`src/design/psscw_pkg.sv`:
```
// psscw_pkg: shared widths, constants and sideband types of the particle step pipeline
`timescale 1ns / 1ps

package psscw_pkg;

    // field widths
    localparam int POS_W      = 16;
    localparam int VEL_W      = 16;
    localparam int SPD_W      = 8;
    localparam int DT_W       = 10;
    localparam int EXT_W      = 8;
    localparam int CFG_IDX_W  = 1;
    localparam int CFG_DATA_W = 8;

    // register indexes and reset values
    localparam logic [CFG_IDX_W-1:0] CFG_FIELD_WIDTH  = 1'd0;
    localparam logic [CFG_IDX_W-1:0] CFG_FIELD_HEIGHT = 1'd1;
    localparam logic [EXT_W-1:0]     RST_FIELD_WIDTH  = 8'd64;
    localparam logic [EXT_W-1:0]     RST_FIELD_HEIGHT = 8'd32;

    // square root: 48-bit radicand (squared magnitude with 16 fraction bits)
    localparam int M2_W        = 32;
    localparam int RAD_W       = 48;
    localparam int ROOT_W      = 24;
    localparam int REM_W       = 27;
    localparam int SQRT_STAGES = ROOT_W;

    // divider: numerator before the 8-bit shift, shifted dividend, divisor, quotient
    localparam int NUM_W = 38;
    localparam int DIV_W = 47;
    localparam int DEN_W = 35;
    localparam int QUO_W = 13;

    // scaled speed and products
    localparam int SPS_W = 12;
    localparam int AXS_W = 28;
    localparam int SS_W  = 24;
    localparam int SQ_W  = 31;

    // time step scale 2000 for the grow branch
    localparam logic [10:0] GROW_DEN = 11'd2000;

    // division by 125 through a reciprocal: floor(x/125) = (x*RECIP_125) >> 34 for x < 2^27
    localparam int             MAG_W       = 27;
    localparam int             RECIP_W     = 28;
    localparam logic [27:0]    RECIP_125   = 28'd137438954;
    localparam int             RECIP_SHIFT = 34;
    localparam logic [26:0]    ROUND_125   = 27'd62;

    typedef struct packed {
        logic signed [VEL_W-1:0] vx;
        logic signed [VEL_W-1:0] vy;
        logic [DT_W-1:0]         dt;
        logic [POS_W-1:0]        pos_x;
        logic [POS_W-1:0]        pos_y;
        logic                    over;
        logic                    zero;
    } t_side;

    typedef struct packed {
        t_side             base;
        logic [NUM_W-1:0]  num_x;
        logic [NUM_W-1:0]  num_y;
    } t_sqrt_side;

endpackage

```
`src/design/psscw_div.sv`:
```
// psscw_div: two-lane pipelined restoring divider with a shared divisor
`timescale 1ns / 1ps

module psscw_div
    import psscw_pkg::*;
(
    input  logic             i_clk,
    input  logic             i_rst_n,
    input  logic             i_en,
    input  logic             i_valid,
    input  logic [DIV_W-1:0] i_num_x,
    input  logic [DIV_W-1:0] i_num_y,
    input  logic [DEN_W-1:0] i_den,
    input  t_side            i_side,
    output logic             o_valid,
    output logic [QUO_W-1:0] o_quo_x,
    output logic [QUO_W-1:0] o_quo_y,
    output t_side            o_side
);

    logic [QUO_W-1:0] r_valid;
    logic [DIV_W-1:0] r_rem_x [QUO_W];
    logic [DIV_W-1:0] r_rem_y [QUO_W];
    logic [QUO_W-1:0] r_q_x   [QUO_W];
    logic [QUO_W-1:0] r_q_y   [QUO_W];
    logic [DEN_W-1:0] r_den   [QUO_W];
    t_side            r_side  [QUO_W];

    logic [DIV_W-1:0] n_rem_x [QUO_W];
    logic [DIV_W-1:0] n_rem_y [QUO_W];
    logic [QUO_W-1:0] n_q_x   [QUO_W];
    logic [QUO_W-1:0] n_q_y   [QUO_W];
    logic [DIV_W-1:0] w_rx    [QUO_W];
    logic [DIV_W-1:0] w_ry    [QUO_W];
    logic [QUO_W-1:0] w_qx    [QUO_W];
    logic [QUO_W-1:0] w_qy    [QUO_W];
    logic [DEN_W-1:0] w_den   [QUO_W];
    logic [DIV_W-1:0] w_dsh   [QUO_W];

    always_comb begin
        for (int j = 0; j < QUO_W; j++) begin
            if (j == 0) begin
                w_rx[j]  = i_num_x;
                w_ry[j]  = i_num_y;
                w_qx[j]  = '0;
                w_qy[j]  = '0;
                w_den[j] = i_den;
            end else begin
                w_rx[j]  = r_rem_x[j-1];
                w_ry[j]  = r_rem_y[j-1];
                w_qx[j]  = r_q_x[j-1];
                w_qy[j]  = r_q_y[j-1];
                w_den[j] = r_den[j-1];
            end
            // divisor aligned to the quotient bit of this stage, msb first
            w_dsh[j] = DIV_W'(w_den[j]) << (QUO_W - 1 - j);
            if (w_rx[j] >= w_dsh[j]) begin
                n_rem_x[j] = w_rx[j] - w_dsh[j];
                n_q_x[j]   = {w_qx[j][QUO_W-2:0], 1'b1};
            end else begin
                n_rem_x[j] = w_rx[j];
                n_q_x[j]   = {w_qx[j][QUO_W-2:0], 1'b0};
            end
            if (w_ry[j] >= w_dsh[j]) begin
                n_rem_y[j] = w_ry[j] - w_dsh[j];
                n_q_y[j]   = {w_qy[j][QUO_W-2:0], 1'b1};
            end else begin
                n_rem_y[j] = w_ry[j];
                n_q_y[j]   = {w_qy[j][QUO_W-2:0], 1'b0};
            end
        end
    end

    always_ff @(posedge i_clk) begin
        if (!i_rst_n) begin
            r_valid <= '0;
        end else if (i_en) begin
            r_valid <= {r_valid[QUO_W-2:0], i_valid};
        end
    end

    always_ff @(posedge i_clk) begin
        if (i_en) begin
            for (int j = 0; j < QUO_W; j++) begin
                r_rem_x[j] <= n_rem_x[j];
                r_rem_y[j] <= n_rem_y[j];
                r_q_x[j]   <= n_q_x[j];
                r_q_y[j]   <= n_q_y[j];
                r_den[j]   <= w_den[j];
                r_side[j]  <= (j == 0) ? i_side : r_side[j-1];
            end
        end
    end

    assign o_valid = r_valid[QUO_W-1];
    assign o_quo_x = r_q_x[QUO_W-1];
    assign o_quo_y = r_q_y[QUO_W-1];
    assign o_side  = r_side[QUO_W-1];

endmodule

```
`config.mk`:
```
export PLATFORM = sky130hd
export DESIGN_NAME = psscw_div
export DESIGN_NICKNAME = d
export VERILOG_FILES = /design/src/design/psscw_pkg.sv /design/src/design/psscw_div.sv
export SDC_FILE = /design/constraint.sdc
export NUM_CORES = 2
export LEC_CHECK = 0
export BUFFER_PORTS_ARGS = -buffer_cell sky130_fd_sc_hd__buf_4
export CAP_MARGIN = 20
export CELL_PAD_IN_SITES_DETAIL_PLACEMENT = 0
export CELL_PAD_IN_SITES_GLOBAL_PLACEMENT = 2
export CORE_MARGIN = 2
export CORE_UTILIZATION = 45
export CTS_CLUSTER_DIAMETER = 40
export DETAILED_ROUTE_END_ITERATION = 12
export GPL_TIMING_DRIVEN = 0
export PLACE_DENSITY = 0.9
export SLEW_MARGIN = 10
export SYNTH_ARGS = -nofsm -noshare
export SYNTH_HDL_FRONTEND = slang
export SYNTH_SLANG_ARGS = --single-unit
```
`constraint.sdc`:
```
create_clock -name i_clk -period 10.4 [get_ports i_clk]
set_input_delay 0.52 -clock i_clk [delete_from_list [all_inputs] [get_ports i_clk]]
set_output_delay 0.52 -clock i_clk [all_outputs]
set_load 0.02 [all_outputs]
```
==> flow_summary.ini <==
[setup_path]
r2r_end = r_rem_x[1][170]
end_kind = flop
cp_slowest_cell = o21ai_0
crit_fanout = 10
critPathMaxStageDelay_ns = 0.77
reg2reg_depth = 13
worstPathCellList = ha_1, nor2b_1, o31a_1, o311a_1, o21ai_0, nand2_1, a21oi_1, o2111ai_1, nand2_1, clkinv_1, clkbuf_1, clkbuf_1, a21oi_1
start_kind = flop
worst-setup-path-type = reg -> reg
critPathArrivalTime_ns = 7.17
regToRegStartpoint = r_rem_x[1][101]
reg2reg_setup_slack_ns = 3.96
required_ns = 11.13

[power]
power_switching_w = 0.0173
peakVddDrop_v = 0.000167
netSwitchingFraction_pct = 36.2
p_comb_share_pct = 36.8
p_int_w = 0.0304
power_density_nw_per_um2 = 289
seqPwrFrac_pct = 35.5
clkPwrFrac_pct = 27.7
power.leakage_nw = 63.8
power_w = 0.0476

[timing]
period_share_pct = 61.9
timing.fmax_mhz = 155
worstMarginPinSlew_ns = 1.24
slew_headroom_pct = 16.5
slew_viol_final = 0
setup_viol = 0
tns_ns = 0
min_period_ns = 6.44
skew_ns = 0.0895
hold_violations = 0
rsz0062_at_grt = no
holdWs_ns = 0.0307

[clock_tree]
cts_hold_buf = 206
clockRootBuffer = clkbuf_16
cts_tree = yes
postCtsSetupRepairBufs = 0
clk_path_buf_depth = 4
clk_latency_ns = 0.95
cts_buffers = 387
ctsResizeCount = 0
clock_sinks = 2731
clk_pin_slew_worst_paths_ns = 0.06
h-tree-depth = 5

[job]
cap_viol_max_count = 0

[logic_synthesis]
syn_inst = 11700
ys_warn_count = 0
ys_seq_elements = 2731
synth_area_leader_cell = edfxtp_1
synth_edf_count = 2718
netlist.area_leader.share_pct = 57.9
synth_common_cells = edfxtp_1 (2718), a21oi_1 (975), ha_1 (910)
synth_area_leaders = edfxtp_1 (58%), ha_1 (8.1%), a21oi_1 (3.5%)
post-synth-top-count-cell = edfxtp_1
seq_area_frac_synth_pct = 58.1
synth_nets = 12900
avgSynthCellArea_sq_um = 12.0
synth_cell_types = 103
syn-cell-area_sq_um = 141000
synthArstFlopShare_pct = 0
synthFlopType = edfxtp_1

[final_layout]
stdcell_area_sq_um = 165000
syn_to_final_growth_pct = 17.0
drive_gt1_share_pct = 10.7
fill_cells = 26300
seqCellArea_sq_um = 81900
fin_util_pct = 52.9
multi_input_area_sq_um = 55300
fin_nets = 13800

[global_route]
gr-usage-all-layers_pct = 26.1
grt_pass1_vias = 99200
overflow = 0
grt_start_max_net_pins = 187
grt_antenna_before_repair = 13
grt_pass1_wl_mm = 612

[routing]
drc_errors = 0
ant_nets = 0
vias = 93900
routedWlPerCell_um = 24.4
via_per_inst = 5.47
dr.pass1.iters = 6
drtIter0Drc = 5668
postRouteWirelength_mm = 419

[floorplan]
die_area_sq_um = 318000
start_util_pct = 45.2
core_area_sq_um = 312000
rows = 205
io-pin-count = 312
die_h_um = 564
die_w_um = 564

[placed_design]
gp_congestion = 0.996
dpl.hpwl_mm = 339
place_area_sq_um = 149000
port-buffer-count = 311

[min_path]
hold_path_end = r_side[11][30]
hold_path_depth = 1
hold_class = in -> reg
worstHoldStart = i_en

[status]
outcome = finished clean
## worst max-delay path by stage
stage                       to  slack (ns)             from
2_1_floorplan   r_rem_y[0][59]        6.55   r_rem_y[0][11]
3_3_place_gp        r_valid[0]      -15.08             i_en
3_5_place_dp        r_valid[8]        3.96             i_en
4_1_cts        r_rem_x[1][172]        3.95     r_den[1][70]
5_1_grt        r_rem_x[1][170]        4.02     r_den[1][70]
6_report       r_rem_x[1][170]        3.96  r_rem_x[1][101]
## power groups by stage
stage / Clock [W] / Combinational (W) / Sequential (W)
floorplan: 0 / 0.0122 / 0.0163
global placement: 0 / 0.0171 / 0.0175
detailed placement: 0 / 0.0173 / 0.0171
CTS: 0.0135 / 0.0175 / 0.0169
global route: 0.0140 / 0.0193 / 0.0171
finish: 0.0132 / 0.0175 / 0.0169
## flip-flops by register name, indices dropped and copies added, names as in the netlist
name and count:
r_rem_y 564, r_valid 13, r_rem_x 564, r_den 420, r_side 988, r_q_x 91
r_q_y 91
## metrics by stage
stage	setup slack (ns)	cells
finish	3.96	17200
global route	4.02	17200
global placement	-15.08	16200
floorplan	6.55	11700
CTS	3.95	17100
detailed placement	3.96	16200
## logic make-up (layout without fill, tap and decap cells)
logic type               count (synthesis)  in the layout  synth area share (%)
buffers and inverters                 1021           2309                  2.79
AND/OR/NAND/NOR                       2789           2789                  9.46
XOR/XNOR                               846            846                  5.26
AO/OA/AOI/OAI                         3147           3147                  13.9
adder cells (fa/ha/maj)                934            934                  8.42
multiplexers                           245            245                  2.01
flip-flops                            2731           2731                  58.1
other                                    0             17                     0
## cells in the final DEF (no fill, tap or decap), types with 144 or more instances in the layout
| cell type | instances |
|---|---|
| nand4_1 | 166 |
| dlygate4sd3_1 | 206 |
| a21oi_1 | 974 |
| clkbuf_16 | 387 |
| nand2_1 | 907 |
| clkbuf_1 | 259 |
| xor2_1 | 351 |
| nor3_1 | 144 |
| a21o_1 | 485 |
| nor2_1 | 699 |
| nand3_1 | 181 |
| edfxtp_1 | 2718 |
| o21ai_0 | 783 |
| inv_1 | 733 |
| mux2_2 | 186 |
| ha_1 | 910 |
| buf_4 | 331 |
| xnor2_1 | 495 |
## worst max-delay path: cells and delay by family, from the launching register on
kind,cells,cell delay [ns]
adders and majority gates,1,0.38
buffers and inverters,3,1.89
and+or+nand+nor,3,0.95
AOI/OAI and AO/OA,6,2.58
DFF,1,0.43
## routing by layer
layer | track usage, % | routed length [um]
met5 | 0 | 0
met4 | 21.1 | 39400
met3 | 2.71 | 11800
met2 | 50.0 | 225000
met1 | 25.0 | 143000
## area by class of cell
cell class	instances	area share, %
flip-flops and latches	2731	49.7
multi-input cells	7961	33.5
clock buffers	430	5.97
repair buffers	571	3.17
well taps	4140	3.14
clock inverters	287	2.10
inverters	735	1.67
plain buffers	286	0.713
diodes	17	0.0258
(Power assumes the default switching activity.)
