`src/design/psscw_pkg.sv`:
```
// psscw_pkg: shared widths, constants and sideband types of the particle step pipeline
`timescale 1ns / 1ps

package psscw_pkg;

    // field widths
    localparam int POS_W      = 16;
    localparam int VEL_W      = 16;
    localparam int SPD_W      = 8;
    localparam int DT_W       = 10;
    localparam int EXT_W      = 8;
    localparam int CFG_IDX_W  = 1;
    localparam int CFG_DATA_W = 8;

    // register indexes and reset values
    localparam logic [CFG_IDX_W-1:0] CFG_FIELD_WIDTH  = 1'd0;
    localparam logic [CFG_IDX_W-1:0] CFG_FIELD_HEIGHT = 1'd1;
    localparam logic [EXT_W-1:0]     RST_FIELD_WIDTH  = 8'd64;
    localparam logic [EXT_W-1:0]     RST_FIELD_HEIGHT = 8'd32;

    // square root: 48-bit radicand (squared magnitude with 16 fraction bits)
    localparam int M2_W        = 32;
    localparam int RAD_W       = 48;
    localparam int ROOT_W      = 24;
    localparam int REM_W       = 27;
    localparam int SQRT_STAGES = ROOT_W;

    // divider: numerator before the 8-bit shift, shifted dividend, divisor, quotient
    localparam int NUM_W = 38;
    localparam int DIV_W = 47;
    localparam int DEN_W = 35;
    localparam int QUO_W = 13;

    // scaled speed and products
    localparam int SPS_W = 12;
    localparam int AXS_W = 28;
    localparam int SS_W  = 24;
    localparam int SQ_W  = 31;

    // time step scale 2000 for the grow branch
    localparam logic [10:0] GROW_DEN = 11'd2000;

    // division by 125 through a reciprocal: floor(x/125) = (x*RECIP_125) >> 34 for x < 2^27
    localparam int             MAG_W       = 27;
    localparam int             RECIP_W     = 28;
    localparam logic [27:0]    RECIP_125   = 28'd137438954;
    localparam int             RECIP_SHIFT = 34;
    localparam logic [26:0]    ROUND_125   = 27'd62;

    typedef struct packed {
        logic signed [VEL_W-1:0] vx;
        logic signed [VEL_W-1:0] vy;
        logic [DT_W-1:0]         dt;
        logic [POS_W-1:0]        pos_x;
        logic [POS_W-1:0]        pos_y;
        logic                    over;
        logic                    zero;
    } t_side;

    typedef struct packed {
        t_side             base;
        logic [NUM_W-1:0]  num_x;
        logic [NUM_W-1:0]  num_y;
    } t_sqrt_side;

endpackage

```
`src/design/psscw_move.sv`:
```
// psscw_move: one axis of position advance, single wrap and clamp, four stages
`timescale 1ns / 1ps

module psscw_move
    import psscw_pkg::*;
(
    input  logic                    i_clk,
    input  logic                    i_rst_n,
    input  logic                    i_en,
    input  logic                    i_valid,
    input  logic [POS_W-1:0]        i_pos,
    input  logic signed [VEL_W-1:0] i_vel,
    input  logic [DT_W-1:0]         i_dt,
    input  logic [EXT_W-1:0]        i_extent,
    output logic                    o_valid,
    output logic [POS_W-1:0]        o_pos,
    output logic signed [VEL_W-1:0] o_vel
);

    localparam int PHI_W = MAG_W - 14 + RECIP_W;
    localparam int PLO_W = 14 + RECIP_W;
    localparam int SUM_W = MAG_W + RECIP_W;
    localparam int D_W   = SUM_W - RECIP_SHIFT;
    localparam int P_W   = 22;
    localparam int XE_W  = EXT_W + 1 + 8;

    logic [3:0] r_valid;
    logic signed [VEL_W-1:0] r_vel [4];
    logic [POS_W-1:0] r_pos [2];
    logic             r_neg [2];

    logic [MAG_W-1:0]  r_mag;
    logic [PHI_W-1:0]  r_pp_hi;
    logic [PLO_W-1:0]  r_pp_lo;
    logic signed [P_W-1:0] r_p;
    logic [POS_W-1:0]  r_out;

    logic [VEL_W-1:0]      w_abs;
    logic [MAG_W-2:0]      w_prod;
    logic [MAG_W-1:0]      w_x;
    logic [SUM_W-1:0]      w_sum;
    logic [D_W-1:0]        w_d;
    logic signed [P_W-1:0] w_base;
    logic signed [P_W-1:0] w_dd;
    logic [XE_W-1:0]       w_ext;
    logic signed [P_W-1:0] w_ext_s;
    logic signed [P_W-1:0] w_wrap;
    logic [POS_W-1:0]      n_out;

    // stage 0: |v| * dt * 2
    assign w_abs  = i_vel[VEL_W-1] ? VEL_W'(-i_vel) : VEL_W'(i_vel);
    assign w_prod = w_abs * i_dt;

    // stage 1: round to nearest by 125 via reciprocal, split in two partial products
    assign w_x = r_mag + ROUND_125;

    // stage 2: sum of partials, signed displacement added to the position
    assign w_sum  = ({r_pp_hi, 14'b0}) + SUM_W'(r_pp_lo);
    assign w_d    = w_sum[SUM_W-1 -: D_W];
    assign w_base = P_W'({1'b0, r_pos[1]});
    assign w_dd   = P_W'({1'b0, w_d});

    // stage 3: extent in Q8.8, zero register means the full 256 pixels
    assign w_ext   = (i_extent == '0) ? {1'b1, {(XE_W-1){1'b0}}} : {1'b0, i_extent, 8'b0};
    assign w_ext_s = P_W'({1'b0, w_ext});

    always_comb begin
        if (r_p >= w_ext_s) begin
            w_wrap = r_p - w_ext_s;
        end else if (r_p < 0) begin
            w_wrap = r_p + w_ext_s;
        end else begin
            w_wrap = r_p;
        end
        if (w_wrap < 0) begin
            n_out = '0;
        end else if (w_wrap > w_ext_s - 1) begin
            n_out = POS_W'(w_ext_s - 1);
        end else begin
            n_out = POS_W'(w_wrap);
        end
    end

    always_ff @(posedge i_clk) begin
        if (!i_rst_n) begin
            r_valid <= '0;
        end else if (i_en) begin
            r_valid <= {r_valid[2:0], i_valid};
        end
    end

    always_ff @(posedge i_clk) begin
        if (i_en) begin
            r_mag    <= {w_prod, 1'b0};
            r_neg[0] <= i_vel[VEL_W-1];
            r_pos[0] <= i_pos;
            r_vel[0] <= i_vel;

            r_pp_hi  <= w_x[MAG_W-1:14] * RECIP_125;
            r_pp_lo  <= w_x[13:0] * RECIP_125;
            r_neg[1] <= r_neg[0];
            r_pos[1] <= r_pos[0];
            r_vel[1] <= r_vel[0];

            r_p      <= r_neg[1] ? (w_base - w_dd) : (w_base + w_dd);
            r_vel[2] <= r_vel[1];

            r_out    <= n_out;
            r_vel[3] <= r_vel[2];
        end
    end

    assign o_valid  = r_valid[3];
    assign o_pos    = r_out;
    assign o_vel    = r_vel[3];

endmodule

```
`config.mk`:
```
export PLATFORM = sky130hd
export DESIGN_NAME = psscw_move
export DESIGN_NICKNAME = d
export VERILOG_FILES = /design/src/design/psscw_pkg.sv /design/src/design/psscw_move.sv
export SDC_FILE = /design/constraint.sdc
export NUM_CORES = 1
export LEC_CHECK = 0
export BUFFER_PORTS_ARGS = -buffer_cell sky130_fd_sc_hd__clkbuf_2
export CORE_MARGIN = 1
export CORE_UTILIZATION = 53
export CTS_CLUSTER_SIZE = 14
export DETAILED_ROUTE_END_ITERATION = 6
export HOLD_SLACK_MARGIN = 0.12
export PLACE_DENSITY = 0.69
export SLEW_MARGIN = 10
export SYNTH_ARGS = -nofsm -noshare
export SYNTH_HDL_FRONTEND = slang
export SYNTH_SLANG_ARGS = --single-unit
export TNS_END_PERCENT = 30
```
`constraint.sdc`:
```
create_clock -name i_clk -period 16.2 [get_ports i_clk]
set_input_delay 2.43 -clock i_clk [delete_from_list [all_inputs] [get_ports i_clk]]
set_output_delay 2.43 -clock i_clk [all_outputs]
set_load 0.02 [all_outputs]
```
==> results of run 1 <==
==> cells in the final DEF, fill, tap and decap left out, types with 12 or more instances in the layout <==
master       n
a211oi_1    14
a21o_1      44
a21oi_1    106
and2_1      88
and3_1      29
buf_4       24
clkbuf_16   27
clkbuf_2    85
edfxtp_1   227
fa_1       280
ha_1       411
inv_1      478
nand2_1    179
nand2b_1    12
nand3_1     29
nand4_1     16
nor2_1      98
nor2b_1     22
nor3_1      23
o21a_1      20
o21ai_0     51
o21bai_1    24
or3_1       15
xnor2_1    113
xor2_1      57
==> state kept, by name (all words and copies together), names as in the netlist <==
name / count
o_pos: 16
r_p: 22
r_valid: 4
r_pp_lo: 27
r_mag: 26
r_pp_hi: 40
r_neg: 1
r_pos: 32
r_vel: 63
==> per-layer routing <==
layer,vias to the layer above,share of wire,global-route usage
met5,-,0,0
met4,0,0.020,0.0548
met3,85,0.036,0.0284
met2,357,0.49,0.394
met1,9060,0.45,0.302
li1,8931,-,-
==> cell families after synthesis <==
| kind of cell | Yosys count | synth area share |
|---|---|---|
| adder cells (fa/ha/maj) | 692 | 0.401 |
| AND/OR/NAND/NOR | 559 | 0.104 |
| buffers and inverters | 516 | 0.0723 |
| AO/OA/AOI/OAI | 398 | 0.104 |
| flip-flops | 231 | 0.257 |
| XOR/XNOR | 171 | 0.0561 |
| multiplexers | 12 | 0.00466 |
| other | 1 | 0.000140 |
==> area by class of cell <==
cell class | instances | area share
flip-flops and latches | 231 | 0.237
repair buffers | 110 | 0.0214
inverters | 480 | 0.0620
multi-input cells | 1833 | 0.619
clock buffers | 31 | 0.0238
well taps | 672 | 0.0289
clock inverters | 17 | 0.00724
==> per-stage QoR <==
stage          std cells  hold WS (ns)  setup slack, ns   util  area [sq um]
2_1_floorplan       2580         0.400             6.97      -         26800
3_3_place_gp        3326         0.400             6.43  0.562         28100
3_5_place_dp        3326         0.405             6.22  0.562         28100
4_1_cts             3374         0.415             6.81  0.580         29100
5_1_grt             3374         0.421             6.29  0.580         29100
6_report            3374         0.415             6.76  0.580         29100
==> synthesized netlist by cell type, drive strengths merged (33+ instances only) <==
library cell / number
fa: 280
xnor2: 114
xor2: 57
a21oi: 109
a21o: 44
inv: 479
clkbuf: 33
ha: 411
and2: 88
edfxtp: 227
o21ai: 63
nand2: 180
nor2: 99
==> worst max path at each step <==
| stage | endpoint | depth (start not counted) | slack, ns |
|---|---|---|---|
| finish | r_mag[26] | 29 | 6.76 |
| floorplan | r_mag[26] | 29 | 6.97 |
| CTS | r_mag[26] | 29 | 6.81 |
| detailed placement | r_mag[26] | 29 | 6.22 |
| global route | r_mag[26] | 29 | 6.29 |
| global placement | r_mag[26] | 29 | 6.43 |
==> worst max-delay path, delay by kind of cell <==
kind                       cells  cell delay, ns
adders and majority gates      7            3.11
AOI/OAI and AO/OA              8            1.77
and+or+nand+nor                8            1.44
buffers and inverters          5            0.45
xor gates and xnor gates       1            0.63
==> summary.md, run 1 <==
| Metric | Value |
|---|---|
| Reg2reg start | `r_mag[1]` |
| Max-slew headroom | `0.249` |
| HP Start | `r_vel[2][7]` |
| Io pins | `87` |
| Ant diodes | `0` |
| Async SR Flop Fraction | `0` |
| Root Buffer | `clkbuf_16` |
| Max-slew violations | `0` |
| Sink Count | `231` |
| GRT Util Overall | `0.227` |
| Yosys warns | `0` |
| Worst setup startpoint | `i_vel[0]` |
| Clock Skew | `0.0200 ns` |
| Max-cap viol count | `0` |
| Setup_tns | `0 ns` |
| Cells after synthesis | `2580` |
| Fillers | `4322` |
| Post-CTS setup buffers | `0` |
| Primary FF master, synth | `edfxtp_1` |
| Hpwl dp | `46600 um` |
| Worst-Skew Late Latency | `0.56 ns` |
| Number of flops mapped to enable cells by yosys | `227` |
| Fin crit share | `0.583` |
| Buffers on Ports | `86` |
| Vias in the first global route | `18796` |
| Largest net degree at the start of global routing | `90` |
| Register area share after synthesis | `0.257` |
| Starting Density | `0.536` |
| Top fanout value on the critical path | `14` |
| WP data required | `16.61 ns` |
| Via count | `18433` |
| Reg2reg end | `r_pp_hi[39]` |
| Die width | `227 um` |
| Hold buffer count at CTS | `0` |
| Layout Nets | `3428` |
| Leading area contributor after synthesis | `edfxtp_1` |
| # rows | `82` |
| H-tree depth | `1` |
| Hold EP | `r_vel[3][7]` |
| Syn Nets | `3325` |
| TritonCTS Buffers | `27` |
| Core area | `0.0501 sq mm` |
| Status | `complete, no violations` |
| Critical path's slowest cell | `xor2_1` |
| Yosys reg bits | `231` |
| Die Y-Extent | `227 um` |
| Cells resized by post-CTS repair | `0` |
| CP arrival | `9.85 ns` |
| First-pass GRT wire length | `93600 um` |
| Drt drc | `0` |
| Worst-path clk slew | `0.07 ns` |
| Slowest stage delay, CP | `0.63 ns` |
| P&R area growth vs syn | `8.29%` |
| WL/cell | `16.8 um` |
| Sequential cell area | `0.00690 sq mm` |
| Worst min-delay path category | `reg2reg` |
| Hold depth | `0` |
| CP endpoint kind | `flip-flop` |
| Proportion of netlist area held by the largest area contributor | `0.254` |
| RSZ-0062 raised after global routing | `no` |
| Clock Tree Buf Depth | `3` |
| Fin. Hold Viols | `0` |
| CP Class | `in2reg` |
| Detailed-route wire length | `56600 um` |
| Initial antenna violation count | `0` |
| # setup viols final | `0` |
| Max Clock Freq | `106 MHz` |
| Most used cell, CP | `fa_1` |
| Unique masters post-synth | `90` |
| Post-Syn Area | `0.0268 sq mm` |
| Drt via density | `5.46` |
| Final global-route overflow total | `0` |
| Startpoint types | `input port` |
| Flop2flop setup slack | `6.89 ns` |
| Min Tclk post-route | `9.44 ns` |
| DRT antenna net count | `0` |
| DR pass1 iterations | `5` |
| DIE AREA | `0.0515 sq mm` |
| Syn_area_per_cell | `10.4 sq um` |
| DR iter-0 viols | `1026` |
| CTS tree | `yes` |
| Gpl congestion | `0.916` |
| Share of layout cells above drive strength 1 | `0.0733` |
| R2R depth | `30` |
| Slew @ Worst Pin | `1.12 ns` |
| Multi-input gate area | `0.0180 sq mm` |
| Largest cells by area after synthesis | `edfxtp_1 (25%), fa_1 (21%), ha_1 (19%)` |
Power of run 1 is not shown: default switching activity piles up to over one toggle a cycle in this logic, so the estimate is an artifact.
==> run 2: changes to the inputs <==
--- a/config.mk
+++ b/config.mk
@@ -5,6 +5,7 @@
 export SDC_FILE = /design/constraint.sdc
 export NUM_CORES = 1
 export LEC_CHECK = 0
+export ABC_AREA = 1
 export BUFFER_PORTS_ARGS = -buffer_cell sky130_fd_sc_hd__clkbuf_2
 export CORE_MARGIN = 1
 export CORE_UTILIZATION = 53
==> constraint.sdc (replaced) <==
create_clock -name i_clk -period 8.85 [get_ports i_clk]
set_input_delay 1.3275 -clock i_clk [delete_from_list [all_inputs] [get_ports i_clk]]
set_output_delay 1.3275 -clock i_clk [all_outputs]
set_load 0.02 [all_outputs]
==> summary.md, run 2 <==
| Metric | Value |
|---|---|
| Starting Density | `0.540` |
| Leading area contributor after synthesis | `edfxtp_1` |
| Proportion of netlist area held by the largest area contributor | `0.238` |
| Clock Skew | `0.0277 ns` |
| DIE AREA | `0.0549 sq mm` |
| Reg2reg start | `r_mag[1]` |
| R2R depth | `32` |
| Max-slew headroom | `0.342` |
| Sequential cell area | `0.00690 sq mm` |
| Cells after synthesis | `3305` |
| Post-CTS setup buffers | `0` |
| Register area share after synthesis | `0.241` |
| Hold buffer count at CTS | `0` |
| Setup_tns | `0 ns` |
| Fin crit share | `0.913` |
| DR pass1 iterations | `5` |
| Die Y-Extent | `234 um` |
| Slowest stage delay, CP | `0.54 ns` |
| Cells resized by post-CTS repair | `0` |
| # rows | `84` |
| Worst-path clk slew | `0.06 ns` |
| Ant diodes | `0` |
| Count leader, synth | `inv_1` |
| Number of flops mapped to enable cells by yosys | `227` |
| Syn Nets | `4050` |
| Max FFs per register | `63` |
| Max-slew violations | `0` |
| Primary FF master, synth | `edfxtp_1` |
| Most used cell, CP | `nand2_1` |
| Via count | `21342` |
| Hold depth | `0` |
| Core area | `0.0530 sq mm` |
| Async SR Flop Fraction | `0` |
| Io pins | `87` |
| CP Class | `in2reg` |
| Fin. Hold Viols | `0` |
| Final Cell Area | `0.0309 sq mm` |
| Gpl congestion | `0.960` |
| Largest cells by area after synthesis | `edfxtp_1 (24%), fa_1 (20%), ha_1 (18%)` |
| WP data required | `9.15 ns` |
| CTS tree | `yes` |
| Commonest cells after routing, fill and taps aside | `inv_1 (731), nand2_1 (628), ha_1 (411)` |
| Max Clock Freq | `124 MHz` |
| WL/cell | `15.9 um` |
| Worst hold margin | `0.414 ns` |
| HP Start | `r_vel[2][15]` |
| Worst min-delay path category | `reg2reg` |
| Worst-Skew Late Latency | `0.57 ns` |
| Yosys reg bits | `231` |
| Unique masters post-synth | `51` |
| Startpoint types | `input port` |
| Commonest non-fill, non-tap cell in the layout | `inv_1` |
| Largest net degree at the start of global routing | `90` |
| Multi-input gate area | `0.0188 sq mm` |
| Drt drc | `0` |
| Sink Count | `231` |
| Root Buffer | `clkbuf_16` |
| GRT Util Overall | `0.244` |
| First-pass GRT wire length | `106000 um` |
| Top fanout value on the critical path | `13` |
| Detailed-route wire length | `65600 um` |
| DR iter-0 viols | `1053` |
| Buffers on Ports | `86` |
| Clock Tree Buf Depth | `3` |
| Yosys warns | `0` |
| CP endpoint kind | `flip-flop` |
| DP Area | `0.0299 sq mm` |
| # setup viols final | `0` |
| Status | `complete, no violations` |
| TritonCTS Buffers | `27` |
| P&R area growth vs syn | `7.94%` |
| Top flop regs | `r_vel x63, r_pp_hi x40, r_pos x32` |
| Fillers | `4758` |
| Layout Nets | `4153` |
| Post-Syn Area | `0.0286 sq mm` |
| Synth cell count leaders | `inv_1 (731), nand2_1 (628), ha_1 (411)` |
| Critical path's slowest cell | `xor2_1` |
| Final global-route overflow total | `0` |
| Hpwl dp | `55700 um` |
| Vias in the first global route | `21018` |
| H-tree depth | `1` |
| Min Tclk post-route | `8.08 ns` |
| Die width | `234 um` |
| Largest Register | `r_vel` |
| Initial antenna violation count | `1` |
| Max-cap viol count | `0` |
| Slew @ Worst Pin | `0.988 ns` |
| Drt via density | `5.18` |
| Share of layout cells above drive strength 1 | `0.0691` |
| DRT antenna net count | `0` |
| Syn_area_per_cell | `8.65 sq um` |
| Reg2reg end | `r_pp_hi[32]` |
| Flop2flop setup slack | `0.86 ns` |
| RSZ-0062 raised after global routing | `no` |
| Hold EP | `r_vel[3][15]` |
| CP arrival | `8.38 ns` |
[run 2: cell types whose count changed in the layout (fill, tap and decap cells not counted), sizes merged, moves of 22 or more]
| cell | previous run | this run |
|---|---|---|
| nor2b | 22 | 0 |
| and2 | 88 | 1 |
| a21oi | 109 | 164 |
| inv | 481 | 749 |
| xor2 | 57 | 115 |
| nand2 | 180 | 660 |
| nand4 | 16 | 41 |
| xnor2 | 114 | 43 |
| nand3 | 30 | 101 |
| a21o | 44 | 6 |
| and3 | 30 | 0 |
| nor2 | 99 | 259 |
[run 2: final cells by class]
cell class	instances	share of cell area
clock buffer	27	0.0219
clock inverter	23	0.00945
inverter	747	0.0908
tap	688	0.0279
timing repair buffer	100	0.0177
sequential	231	0.223
multi-input combinational	2301	0.609
[run 2: logic make-up after synthesis]
family | synth area share
AO/OA/AOI/OAI | 0.0623
buffers and inverters | 0.102
other | 0.000131
XOR/XNOR | 0.0484
AND/OR/NAND/NOR | 0.170
adder cells (fa/ha/maj) | 0.376
multiplexers | 0.000350
flip-flops | 0.241
[run 2: worst max path at each step]
stage             start     endpoint  cells after the start
6_report       i_vel[0]    r_mag[25]                     34
5_1_grt        r_mag[1]  r_pp_hi[34]                     32
4_1_cts        r_mag[1]  r_pp_hi[32]                     32
3_5_place_dp   i_vel[0]    r_mag[25]                     34
3_3_place_gp   i_vel[0]    r_mag[25]                     34
2_1_floorplan  i_vel[0]    r_mag[25]                     32
[run 2: through the flow]
step | setup WS, ns | util | instances
after floorplan | 1.36 | - | 3305
after global placement | 0.607 | 0.564 | 4067
after detailed placement | 0.397 | 0.564 | 4067
after CTS | 0.779 | 0.583 | 4117
after global routing | 0.144 | 0.583 | 4117
final | 0.766 | 0.583 | 4117
[run 2: routing by layer]
layer	track usage	wire length, um
met1	0.319	29000
met2	0.434	32600
met3	0.0209	2480
met4	0.0619	1550
met5	0	13
[run 2: critical path: cells and delay by family]
family | cells | cell delay, ns
AND/OR/NAND/NOR | 12 | 1.79
XOR/XNOR | 2 | 0.62
AO/OA/AOI/OAI | 7 | 1.21
adder cells (fa/ha/maj) | 6 | 2.86
buffers and inverters | 7 | 0.54
Power of run 2 is left out for the same reason.
==> run 3: changes to the inputs <==
--- a/config.mk
+++ b/config.mk
@@ -7,12 +7,14 @@
 export LEC_CHECK = 0
 export ABC_AREA = 1
 export BUFFER_PORTS_ARGS = -buffer_cell sky130_fd_sc_hd__clkbuf_2
+export CELL_PAD_IN_SITES_DETAIL_PLACEMENT = 2
+export CELL_PAD_IN_SITES_GLOBAL_PLACEMENT = 2
+export CORE_ASPECT_RATIO = 0.5
 export CORE_MARGIN = 1
-export CORE_UTILIZATION = 53
+export CORE_UTILIZATION = 41
 export CTS_CLUSTER_SIZE = 14
 export DETAILED_ROUTE_END_ITERATION = 6
-export HOLD_SLACK_MARGIN = 0.12
-export PLACE_DENSITY = 0.69
+export PLACE_DENSITY = 0.82
 export SLEW_MARGIN = 10
 export SYNTH_ARGS = -nofsm -noshare
 export SYNTH_HDL_FRONTEND = slang
==> summary.md, run 3 (synthesis gave the netlist of run 2 again) <==
| Metric | Value |
|---|---|
| TritonCTS Buffers | `26` |
| Max-slew violations | `0` |
| DRT antenna net count | `0` |
| CTS tree | `yes` |
| Layout Nets | `4156` |
| Worst min-delay path category | `reg2reg` |
| Startpoint types | `flip-flop` |
| Max-cap viol count | `0` |
| Top flop regs | `r_vel x63, r_pp_hi x40, r_pos x32` |
| Slowest stage delay, CP | `0.62 ns` |
| WL/cell | `22.5 um` |
| Drt via density | `5.21` |
| Hpwl dp | `83400 um` |
| Status | `complete, no violations` |
| # setup viols final | `0` |
| Family with the most delay on the worst path | `adder cells` |
| Share of layout cells above drive strength 1 | `0.0694` |
| Fin crit share | `0.967` |
| Starting Density | `0.414` |
| Hold buffer count at CTS | `0` |
| Critical path's slowest cell | `fa_1` |
| Commonest cells after routing, fill and taps aside | `inv_1 (731), nand2_1 (628), ha_1 (411)` |
| CP endpoint kind | `flip-flop` |
| Detailed-route wire length | `98400 um` |
| Die width | `375 um` |
| First-pass GRT wire length | `154000 um` |
| Max FFs per register | `63` |
| Worst-path clk slew | `0.08 ns` |
| Flop2flop setup slack | `0.29 ns` |
| DR iter-0 viols | `939` |
| Initial antenna violation count | `1` |
| # rows | `68` |
| CP Class | `reg2reg` |
| Clock Tree Buf Depth | `3` |
| Die Y-Extent | `189 um` |
| Sink Count | `231` |
| Root Buffer | `clkbuf_16` |
| Drt drc | `0` |
| Commonest non-fill, non-tap cell in the layout | `inv_1` |
| RSZ-0062 raised after global routing | `yes` |
| Io pins | `87` |
| Via count | `22813` |
| Vias in the first global route | `26707` |
| Place WS | `0.130 ns` |
| Max Clock Freq | `117 MHz` |
| GRT Util Overall | `0.282` |
| Min Tclk post-route | `8.56 ns` |
| H-tree depth | `1` |
| Slew @ Worst Pin | `0.907 ns` |
| DR pass1 iterations | `5` |
| Largest Register | `r_vel` |
| Most used cell, CP | `inv_1` |
| Fin. Hold Viols | `0` |
| Worst setup margin | `0.291 ns` |
| Buf/Inv on CP | `7` |
| Gpl congestion | `0.879` |
| P&R area growth vs syn | `9.04%` |
| Buffers on Ports | `86` |
| Max-slew headroom | `0.391` |
| DIE AREA | `0.0709 sq mm` |
| Largest net degree at the start of global routing | `136` |
| Top fanout value on the critical path | `7` |
| CP arrival | `8.88 ns` |
| WP data required | `9.17 ns` |
| Clock Skew | `0.0338 ns` |
| Core area | `0.0690 sq mm` |
| Fillers | `7720` |
| Final global-route overflow total | `0` |
| Worst-Skew Late Latency | `0.60 ns` |
[run 3: per-stage QoR]
| step | std cells | TNS [ns] | area [sq um] | utilization | hold WS [ns] |
|---|---|---|---|---|---|
| 6_report | 4376 | 0 | 31200 | 0.452 | 0.420 |
| 2_1_floorplan | 3305 | 0 | 28600 | - | 0.400 |
| 4_1_cts | 4375 | 0 | 31200 | 0.452 | 0.421 |
| 3_3_place_gp | 4328 | 0 | 30300 | 0.439 | 0.401 |
| 3_5_place_dp | 4328 | 0 | 30300 | 0.439 | 0.405 |
| 5_1_grt | 4376 | -0.0135 | 31200 | 0.452 | 0.422 |
[run 3: metal layers]
layer	routed length, um	vias to the layer above	track usage
met4	3280	0	0.0892
li1	-	10677	-
met1	40100	11574	0.326
met2	51800	383	0.534
met5	0	-	0.00809
met3	3210	179	0.0402
[run 3: path summary, 6_finish.rpt]
kind                     from  depth (start not counted)           to
setup / recovery     r_mag[1]                         30  r_pp_lo[40]
hold / removal    r_vel[1][0]                          0  r_vel[2][0]
setup reg to reg     r_mag[1]                         30  r_pp_lo[40]
hold reg to reg   r_vel[1][0]                          0  r_vel[2][0]
[run 3: cell type report]
class	count	area [sq um]	share of cell area
Antenna cell	1	2.50	0.0000803
Clock buffer	31	669	0.0215
Clock inverter	16	226	0.00726
Inverter	747	2800	0.0899
Multi-Input combinational cell	2301	18800	0.603
Sequential cell	231	6900	0.221
Tap cell	945	1180	0.0379
Timing Repair Buffer	104	588	0.0189
[run 3: timing repair]
action,in CTS,in global routing
endpoints found under the setup margin,0,4
gates resized for setup,0,3
setup buffers,0,0
Power of run 3 is left out for the same reason.
